===== src/hw/rtl/sse_pkg.sv =====
package sse_pkg;

   // field widths
   localparam int AngleW   = 18;
   localparam int TermW    = 5;
   localparam int ValueW   = 32;

   // datapath widths
   localparam int SqW      = 2 * AngleW;
   localparam int UW       = 31;
   localparam int UShift   = 4;
   localparam int AccW     = 40;
   localparam int AccExtW  = 44;
   localparam int HalfW    = 20;
   localparam int ProdW    = HalfW + UW;
   localparam int SumW     = ProdW + HalfW;
   localparam int UFrac    = 28;
   localparam int CoefW    = 33;
   localparam int RoundW   = AccW + 1;
   localparam int RoundOfs = 128;
   localparam int OutShift = 8;

   // longest table the coefficient function serves
   localparam int CoefCount = 24;

   // 1.0 in Q8.24
   localparam logic [ValueW-1:0] ValueOne = 32'h0100_0000;

   // controller to datapath commands
   typedef struct packed {
      logic load;
      logic square;
      logic mul;
      logic step;
      logic emit;
   } cmd_type;

   // datapath to controller status
   typedef struct packed {
      logic idx_zero;
      logic idx_one;
      logic ovf;
   } status_type;

   // round(|E_2i| / (2i)! * 2^32)
   function automatic logic [CoefW-1:0] sec_coef(input logic [TermW-1:0] idx);
      logic [CoefW-1:0] c;
      case (idx)
         5'd0:    c = 33'd4294967296;
         5'd1:    c = 33'd2147483648;
         5'd2:    c = 33'd894784853;
         5'd3:    c = 33'd363879174;
         5'd4:    c = 33'd147532979;
         5'd5:    c = 33'd59795536;
         5'd6:    c = 33'd24234339;
         5'd7:    c = 33'd9821813;
         5'd8:    c = 33'd3980631;
         5'd9:    c = 33'd1613289;
         5'd10:   c = 33'd653841;
         5'd11:   c = 33'd264992;
         5'd12:   c = 33'd107397;
         5'd13:   c = 33'd43526;
         5'd14:   c = 33'd17641;
         5'd15:   c = 33'd7149;
         5'd16:   c = 33'd2898;
         5'd17:   c = 33'd1174;
         5'd18:   c = 33'd476;
         5'd19:   c = 33'd193;
         5'd20:   c = 33'd78;
         5'd21:   c = 33'd32;
         5'd22:   c = 33'd13;
         5'd23:   c = 33'd5;
         default: c = '0;
      endcase
      return c;
   endfunction

endpackage


===== src/hw/rtl/sse_req_if.sv =====
interface sse_req_if import sse_pkg::*; ();
   logic                     valid;
   logic                     ready;
   logic signed [AngleW-1:0] angle;
   logic        [TermW-1:0]  term_count;

   modport source (output valid, output angle, output term_count, input ready);
   modport sink   (input valid, input angle, input term_count, output ready);
endinterface


===== src/hw/rtl/sse_rsp_if.sv =====
interface sse_rsp_if import sse_pkg::*; ();
   logic              valid;
   logic              ready;
   logic [ValueW-1:0] secant_value;
   logic              saturated;

   modport source (output valid, output secant_value, output saturated, input ready);
   modport sink   (input valid, input secant_value, input saturated, output ready);
endinterface


===== src/hw/rtl/secant_series_evaluator.sv =====
// Secant series evaluator: truncated Maclaurin series of sec(x).
// req channel: one beat carries angle (signed Q2.16) and term_count; a count
// of zero is taken as one term, a count above MAX_TERMS as MAX_TERMS.
// rsp channel: one beat per request with secant_value (unsigned Q8.24) and
// saturated, which is set when the sum ran past full scale (value all ones).
// Sequence: with n effective terms the request beat loads the operands; then
// come a square state, a multiply and an add state for each of the n-1 Horner
// multiply-add steps on the shared pair of 20x31 multipliers, and a finish
// state into the output register. A sum that overflows ends its steps early.
// A new request is taken only once the last one has left the finish state;
// the request side is ready only while the sequencer is idle.
// Stall: the result waits in the output register; meanwhile one more request
// is taken and computed, and it waits in the finish state until the register
// frees up.
// Reset (synchronous, active high) returns the sequencer to idle and drops
// rsp valid; no state is kept between requests.
module secant_series_evaluator import sse_pkg::*; #(
   parameter int MAX_TERMS = 16
) (
   input  logic      clock,
   input  logic      reset,
   sse_req_if.sink   req,
   sse_rsp_if.source rsp
);

   cmd_type    cmd;
   status_type status;

   // sequencer
   sse_ctrl ctrl_i (
      .clock     (clock),
      .reset     (reset),
      .req_valid (req.valid),
      .req_ready (req.ready),
      .rsp_valid (rsp.valid),
      .rsp_ready (rsp.ready),
      .cmd       (cmd),
      .status    (status)
   );

   // arithmetic and result register
   sse_dp #(
      .MAX_TERMS (MAX_TERMS)
   ) dp_i (
      .clock        (clock),
      .cmd          (cmd),
      .status       (status),
      .angle        (req.angle),
      .term_count   (req.term_count),
      .secant_value (rsp.secant_value),
      .saturated    (rsp.saturated)
   );

endmodule


===== src/hw/rtl/sse_ctrl.sv =====
module sse_ctrl import sse_pkg::*; (
   input  logic       clock,
   input  logic       reset,
   input  logic       req_valid,
   output logic       req_ready,
   output logic       rsp_valid,
   input  logic       rsp_ready,
   output cmd_type    cmd,
   input  status_type status
);

   localparam logic [2:0] StIdle   = 3'd0;
   localparam logic [2:0] StSquare = 3'd1;
   localparam logic [2:0] StMul    = 3'd2;
   localparam logic [2:0] StAdd    = 3'd3;
   localparam logic [2:0] StFinish = 3'd4;

   logic [2:0] st_ff, st_in;
   logic       rsp_valid_ff, rsp_valid_in;
   logic       out_free;

   // output register can take a result this cycle
   assign out_free = !rsp_valid_ff || rsp_ready;

   // sequencer: load, square, multiply and add per remaining term, finish
   always_comb begin
      st_in      = st_ff;
      cmd        = '0;
      req_ready  = 1'b0;
      case (st_ff)
         StIdle: begin
            req_ready = 1'b1;
            if (req_valid) begin
               cmd.load = 1'b1;
               st_in    = StSquare;
            end
         end
         StSquare: begin
            cmd.square = 1'b1;
            st_in      = status.idx_zero ? StFinish : StMul;
         end
         StMul: begin
            cmd.mul = 1'b1;
            st_in   = StAdd;
         end
         StAdd: begin
            cmd.step = 1'b1;
            st_in    = (status.ovf || status.idx_one) ? StFinish : StMul;
         end
         StFinish: begin
            if (out_free) begin
               cmd.emit = 1'b1;
               st_in    = StIdle;
            end
         end
         default: begin
            st_in = StIdle;
         end
      endcase
   end

   // result beat valid flag
   always_comb begin
      if (cmd.emit) begin
         rsp_valid_in = 1'b1;
      end else if (rsp_ready) begin
         rsp_valid_in = 1'b0;
      end else begin
         rsp_valid_in = rsp_valid_ff;
      end
   end

   always_ff @(posedge clock) begin
      if (reset) begin
         st_ff        <= StIdle;
         rsp_valid_ff <= 1'b0;
      end else begin
         st_ff        <= st_in;
         rsp_valid_ff <= rsp_valid_in;
      end
   end

   assign rsp_valid = rsp_valid_ff;

endmodule


===== src/hw/rtl/sse_dp.sv =====
module sse_dp import sse_pkg::*; #(
   parameter int MAX_TERMS = 16
) (
   input  logic                     clock,
   input  cmd_type                  cmd,
   output status_type               status,
   input  logic signed [AngleW-1:0] angle,
   input  logic        [TermW-1:0]  term_count,
   output logic        [ValueW-1:0] secant_value,
   output logic                     saturated
);

   localparam int IdxW = $clog2(MAX_TERMS);
   localparam logic [TermW-1:0] TermMax = TermW'(MAX_TERMS);

   logic [AngleW-1:0]  angle_ff;
   logic [IdxW-1:0]    idx_ff;
   logic [AccExtW-1:0] acc_ff;
   logic               sat_ff;
   logic [UW-1:0]      u_ff;
   logic [ProdW-1:0]   p_hi_ff, p_lo_ff;
   logic [ValueW-1:0]  value_ff;
   logic               sat_out_ff;

   logic [TermW-1:0]   n_eff;
   logic [TermW-1:0]   coef_idx;
   logic [AngleW-1:0]  mag;
   logic [SqW-1:0]     sq;
   logic [SumW-1:0]    full;
   logic [AccExtW-1:0] acc_next;
   logic [RoundW-1:0]  rnd;
   logic               round_ovf;

   // effective term count: at least one, at most MAX_TERMS
   always_comb begin
      if (term_count == '0) begin
         n_eff = TermW'(1);
      end else if (term_count > TermMax) begin
         n_eff = TermMax;
      end else begin
         n_eff = term_count;
      end
   end

   // magnitude of the angle and its square, u = |x|^2 in Q3.28
   assign mag = angle_ff[AngleW-1] ? (~angle_ff + AngleW'(1)) : angle_ff;
   assign sq  = SqW'(mag) * SqW'(mag);

   // horner step: acc = c + floor(acc * u / 2^28)
   assign full     = {p_hi_ff, {HalfW{1'b0}}} + SumW'(p_lo_ff);
   assign coef_idx = TermW'(idx_ff) - TermW'(1);
   assign acc_next = AccExtW'(sec_coef(coef_idx)) + AccExtW'(full[SumW-1:UFrac]);

   // rounding to Q8.24
   assign rnd       = RoundW'(acc_ff[AccW-1:0]) + RoundW'(RoundOfs);
   assign round_ovf = rnd[RoundW-1];

   always_ff @(posedge clock) begin
      if (cmd.load) begin
         angle_ff <= angle;
         idx_ff   <= IdxW'(n_eff - TermW'(1));
         acc_ff   <= AccExtW'(sec_coef(n_eff - TermW'(1)));
         sat_ff   <= 1'b0;
      end
      if (cmd.square) begin
         u_ff <= sq[UW+UShift-1:UShift];
      end
      // two half-width partial products of acc * u
      if (cmd.mul) begin
         p_hi_ff <= ProdW'(acc_ff[AccW-1:HalfW]) * ProdW'(u_ff);
         p_lo_ff <= ProdW'(acc_ff[HalfW-1:0]) * ProdW'(u_ff);
      end
      if (cmd.step) begin
         acc_ff <= acc_next;
         idx_ff <= idx_ff - IdxW'(1);
         if (status.ovf) begin
            sat_ff <= 1'b1;
         end
      end
      // result register
      if (cmd.emit) begin
         value_ff   <= (sat_ff || round_ovf) ? '1 : rnd[AccW-1:OutShift];
         sat_out_ff <= sat_ff || round_ovf;
      end
   end

   assign status.idx_zero = (idx_ff == '0);
   assign status.idx_one  = (idx_ff == IdxW'(1));
   assign status.ovf      = |acc_next[AccExtW-1:AccW];

   assign secant_value = value_ff;
   assign saturated    = sat_out_ff;

endmodule


===== src/flat_wrapper.sv =====
// flat-port wrapper written by rule: the top's interface ports become plain ports
module secant_series_evaluator_flat import sse_pkg::*;
#(
   parameter int MAX_TERMS = 16
)
  (clock, reset, req_valid, req_angle, req_term_count, req_ready, rsp_valid, rsp_secant_value, rsp_saturated, rsp_ready);
  sse_req_if req_i ();
  sse_rsp_if rsp_i ();
  input  logic clock;
  input  logic reset;
  input wire logic [$bits(req_i.valid)-1:0] req_valid;
  input wire logic [$bits(req_i.angle)-1:0] req_angle;
  input wire logic [$bits(req_i.term_count)-1:0] req_term_count;
  output wire logic [$bits(req_i.ready)-1:0] req_ready;
  output wire logic [$bits(rsp_i.valid)-1:0] rsp_valid;
  output wire logic [$bits(rsp_i.secant_value)-1:0] rsp_secant_value;
  output wire logic [$bits(rsp_i.saturated)-1:0] rsp_saturated;
  input wire logic [$bits(rsp_i.ready)-1:0] rsp_ready;
  assign req_i.valid = req_valid;
  assign req_i.angle = req_angle;
  assign req_i.term_count = req_term_count;
  assign req_ready = req_i.ready;
  assign rsp_valid = rsp_i.valid;
  assign rsp_secant_value = rsp_i.secant_value;
  assign rsp_saturated = rsp_i.saturated;
  assign rsp_i.ready = rsp_ready;
  secant_series_evaluator #(.MAX_TERMS(MAX_TERMS)) u_core (.clock(clock), .reset(reset), .req(req_i), .rsp(rsp_i));
endmodule

===== config.mk =====
export PLATFORM = sky130hd
export DESIGN_NAME = secant_series_evaluator_flat
export DESIGN_NICKNAME = d
export VERILOG_FILES = /design/src/hw/rtl/sse_pkg.sv /design/src/hw/rtl/sse_req_if.sv /design/src/hw/rtl/sse_rsp_if.sv /design/src/hw/rtl/secant_series_evaluator.sv /design/src/hw/rtl/sse_ctrl.sv /design/src/hw/rtl/sse_dp.sv /design/src/flat_wrapper.sv
export SDC_FILE = /design/constraint.sdc
export NUM_CORES = 2
export LEC_CHECK = 0
export BUFFER_PORTS_ARGS = -buffer_cell sky130_fd_sc_hd__buf_2
export CORE_MARGIN = 2
export CORE_UTILIZATION = 25
export DETAILED_ROUTE_END_ITERATION = 7
export GPL_ROUTABILITY_DRIVEN = 0
export PLACE_DENSITY = 0.4
export SLEW_MARGIN = 20
export SYNTH_ARGS = -nofsm -noshare
export SYNTH_HDL_FRONTEND = slang
export SYNTH_SLANG_ARGS = --single-unit

===== constraint.sdc =====
create_clock -name clock -period 10.8 [get_ports clock]
set_input_delay 1.08 -clock clock [delete_from_list [all_inputs] [get_ports clock]]
set_output_delay 1.08 -clock clock [all_outputs]
set_load 0.02 [all_outputs]

Word level (Yosys, flattened, before mapping)

Memory sizes are Yosys's and may differ from the RTL's.
Index checks and enable logic that the tools add are counted.

Memory bits (read-only): 2048
Memories: 2
Input port bits: 27
Output and inout bits: 35
Register bits after elaboration: 233
Word-level logic and storage cells: 68

Memory list:

| memory           | depth | width | rd ports | clocked after memory_dff | write ports | line          | text |
|---|---|---|---|---|---|---|---|
| (name not given) | 32    | 32    | 1        | 0                        | 0           | sse_pkg.sv:48 | `case (idx)` |
| (name not given) | 32    | 32    | 1        | 0                        | 0           | sse_pkg.sv:48 |  |

Equal/unequal tests: 7
Bitwise gates (word level): 1
$add $sub $neg: 7
Multiplexer cells: 25
Order comparisons: 1
Reductions and logical operators: 11
Multipliers: 3

Operators by type and width:

| cell                  | number |
|---|---|
| $mul 20x31->51        | 2 |
| $mux 40               | 2 |
| $add 71x51->71        | 1 |
| $add 33x43->44        | 1 |
| $add 40x8->41 const B | 1 |
| $mul 18x18->35        | 1 |
| $add 18x1->18 const B | 1 |
| $mux 18               | 1 |
| $not 18->18           | 1 |
| $pmux 3 s5            | 1 |
| $mux 1                | 13 |
| $mux 3                | 4 |
| $mux 5                | 2 |
| $mux 4                | 2 |
| $eq 3x2->1 const B    | 2 |
| $gt 5x5->1 const B    | 1 |
| $logic_not 5->1       | 1 |
| $sub 4x1->5 const B   | 1 |
| $sub 5x1->5 const B   | 1 |
| $eq 4x1->1 const B    | 1 |
| $logic_not 4->1       | 1 |
| $ne 2x2->1 const B    | 2 |
| $reduce_bool 2->1     | 2 |
| $reduce_or 4->1       | 1 |
| other kinds (7)       | 9 |

Depth between registers and ports, before layout

An unclocked memory read counts as a cell.

Depth in word-level cells: 7
Mapped depth: 31
Mapped depth without buffers: 30

By module

From an unflattened synthesis, not the netlist that was laid out.

Cells, all modules: 6644
Area, all modules: 60028.8 um^2

Modules (own cells, without submodules):

| module   | area an instance (um^2) | cells an instance | instances | seq. area each (um^2) |
|---|---|---|---|---|
| sse_dp   | 59799.9                 | 6614              | 1         | 6266.0 |
| sse_ctrl | 229.0                   | 30                | 1         | 80.1 |

Worst setup path after synthesis

No wires, ideal clock.

Path kind: register to register
Start: register u_core.dp_i.angle_ff[7]
End: register u_core.dp_i.u_ff[23], data pin
Stages on the path, launching flop included: 29
Library setup time: 0.258 ns
Period minus slack after synthesis: 7.935 ns
Buffers on the path: 0
Arrival: 7.677 ns
Path slack: 2.865 ns
Required time: 10.542 ns
Cells stage by stage: edfxtp_1 or4_1 or3_1 or4_1 or2_1 o21ai_0 xor2_1 inv_1 nand2_1 inv_1 fa_1 fa_1 inv_1 fa_1 inv_1 fa_1 fa_1 inv_1 fa_1 inv_1 ha_1 and2_1 or2_2 or3_1 a211o_1 a31oi_1 o21ai_0 a21oi_1 xnor2_1

Word-level cells in the longest chain between the ends: 4

RTL lines:

| item                     | line         | text |
|---|---|---|
| start: declaration       | sse_dp.sv:16 | `logic [AngleW-1:0] angle_ff;` |
| start signal: assignment | sse_dp.sv:60 | `angle_ff <= angle;` |
| $not 18->18              | sse_dp.sv:46 | `assign mag = angle_ff[AngleW-1] ? (~angle_ff + AngleW'(1)) : angle_ff;` |
| $add 18x1->18            | sse_dp.sv:46 |  |
| $mux 18 *                | sse_dp.sv:46 |  |
| $mul 18x18->35 *         | sse_dp.sv:47 | `assign sq = SqW'(mag) * SqW'(mag);` |
| net u_core.dp_i.sq[27]   | sse_dp.sv:28 | `logic [SqW-1:0] sq;` |
| end signal: assignment   | sse_dp.sv:66 | `u_ff <= sq[UW+UShift-1:UShift];` |
| end: declaration         | sse_dp.sv:20 | `logic [UW-1:0] u_ff;` |

The timed path passes the listed nets; every way through them passes the cells marked *.
A chain may end at the register's enable or synchronous reset.

Final worst setup path

Start: register u_core.dp_i.angle_ff[5]
End: register u_core.dp_i.u_ff[27], data pin

The elaborated chain is that of the path after synthesis.

==> reports/summary.txt <==
Final Net Count -> 8438
Grt ovf -> 0
Most frequent cells after synthesis -> inv_1, fa_1, nand2_1, ha_1, and2_1
Slew Limit Fails -> 0
Postcts setup bufs -> 0
H-Tree Depth -> 1
I/O pin count -> 62
Synthesized flop and latch total -> 213
TritonCTS Sinks -> 213
Die Area -> 245000 sq um
Number of buffers created by CTS -> 30
Slew at the pin with the worst max-slew slack -> 1.10 ns
Area grow syn2layout -> 9.34%
Ranking of synthesized cells by area -> fa_1, ha_1, edfxtp_1, inv_1, nand2_1
Drt drc -> 0
Area leader, netlist -> fa_1
Die height -> 495 um
Initial Util -> 25.1%
Vias in the first global route -> 47600
CP Max Fanout -> 11
Hold Crit Class -> reg2reg
Tot GR Track Use -> 16.4%
RSZ-0062 raised after global routing -> no
Clk pin slew, worst setup/hold paths -> 0.07 ns
Final Hold Vio Count -> 0
CTS tree -> built
Routed vias -> 44400
YS warnings -> 0
Maximum clock rate -> 105 MHz
CP Class -> reg2reg
Bufs and invs on worst path -> 6
TNS Setup -> 0 ns
Mapped cell area -> 60300 sq um
Antenna Nets Post-Route -> 0
Antenna violations before repair -> 10
Detailed Route Iter0 Violations -> 3086
Post-synth EDFFs -> 208
Worst-skew pair later-pin latency -> 0.69 ns
Synthesized area per cell -> 8.98 sq um
Largest stage delay, worst path -> 0.71 ns
DR pass1 iterations -> 8
Layout cells sized above 1 -> 5.09%
Most frequent cell after synthesis -> inv_1
Crit path time final -> 9.51 ns
Max cap viols -> 0
Post-DP HPWL -> 163 mm
Mapped Cells -> 6709
Slowest-stage cell, CP -> xor2_1
CORE AREA -> 240000 sq um
Die span in x -> 495 um
Post_cts resized -> 0
Status -> complete, no violations
Hold_buf cts -> 0
CP required -> 11.18 ns
Synth async-reset ratio -> 0%
Root buffer cell -> clkbuf_16
DR WL/cell -> 20.2 um
Drt total wl -> 199 mm
Crit share post-route -> 88.1%
Critical path startpoint category -> register
Synth cell types -> 85
# rows -> 180
Crit end category -> register
Delay-heaviest family, CP -> adder cells
# fillers -> 26000
Synth Flop Type -> edfxtp_1
First-pass GRT wire length -> 304 mm
Post-synthesis sequential area ratio -> 10.5%
Final setup fails -> 0
# port buffers -> 61
Max Clock Skew -> 0.0648 ns
Area share of the largest cell type after synthesis -> 41.6%
Clock Tree Buf Depth -> 3
Slew margin rel. -> 26.9%
Vias per std cell -> 4.50
Worst path arrival time -> 9.89 ns
Largest net degree at the start of global routing -> 56
==> cells in the final DEF, fill, tap and decap left out, types with 80 or more instances in the layout <==
cell type / count
inv_1: 1471
ha_1: 514
a21oi_1: 186
a21o_1: 85
nand2_1: 1081
xnor2_1: 131
buf_4: 174
xor2_1: 80
edfxtp_1: 208
and2_1: 446
fa_1: 1254
o21ai_0: 116
nor2_1: 234
==> worst min-delay path, delay by kind of cell, from the launching register on <==
kind	cells	cell delay, ns
compound gates	1	0.05
flops	1	0.40
simple gates	1	0.11
==> path summary, 6_finish.rpt <==
path | start | endpoint | slack (ns) | cells past startpoint
worst max-delay path | u_core.dp_i.angle_ff[5] | u_core.dp_i.u_ff[27] | 1.29 | 28
worst min-delay path | u_core.ctrl_i.st_ff[1] | u_core.ctrl_i.st_ff[1] | 0.61 | 2
worst max register to register | u_core.dp_i.angle_ff[5] | u_core.dp_i.u_ff[27] | 1.29 | 28
worst min register to register | u_core.ctrl_i.st_ff[1] | u_core.ctrl_i.st_ff[1] | 0.61 | 2
==> per-layer routing <==
metal / GRT usage [%] / wire (um) / vias to the layer above
li1: - / - / 20100
met1: 23.9 / 95000 / 23100
met2: 26.1 / 90100 / 973
met3: 1.99 / 9470 / 120
met4: 3.06 / 4140 / 0
met5: 0 / 0 / -
==> metrics by stage <==
step / instance area, sq um / utilization [%] / cells / setup slack, ns / hold slack, ns
detailed placement: 64800 / 27.0 / 9795 / 1.26 / 0.596
global route: 65900 / 27.5 / 9852 / 0.869 / 0.582
global placement: 64700 / 27.0 / 9794 / 1.37 / 0.597
floorplan: 60300 / - / 6719 / 2.86 / 0.481
finish: 65900 / 27.5 / 9852 / 1.29 / 0.605
CTS: 65900 / 27.4 / 9850 / 1.24 / 0.564
==> area by class of cell <==
cell class | instances | area [sq um] | area share [%]
antenna | 1 | 2.50 | 0.00380
inverter | 1481 | 5560 | 8.43
multi-input combinational | 4676 | 47200 | 71.6
tap | 3185 | 3990 | 6.05
clock inverter | 24 | 367 | 0.556
clock buffer | 31 | 754 | 1.14
timing repair buffer | 241 | 1730 | 2.63
sequential | 213 | 6350 | 9.63
==> flip-flops by register name, indices dropped and copies added, names as in the netlist, 3 cells and up <==
signal,flops
u_core.dp_i.p_lo_ff,31
u_core.dp_i.acc_ff,40
u_core.dp_i.p_hi_ff,51
u_core.dp_i.idx_ff,4
u_core.ctrl_i.st_ff,3
u_core.dp_i.u_ff,31
u_core.dp_i.secant_value,32
u_core.dp_i.angle_ff,18
==> kinds of logic (layout without fill, tap and decap cells) <==
logic type      count (synthesis)  after routing  share of synthesized area (%)
other cells                     2             13                         0.0125
fa+ha+maj                    1768           1768                           52.3
flops                         213            213                           10.5
buf+inv                      1830           1777                           11.4
compound gates                624            624                           6.70
xor+xnor                      219            219                           3.22
simple gates                 2043           2043                           15.6
mux                            10             10                          0.166
Power is left out: the tool's default activity adds up to more than one toggle a clock period on the data nets, which glitch-free logic cannot reach.
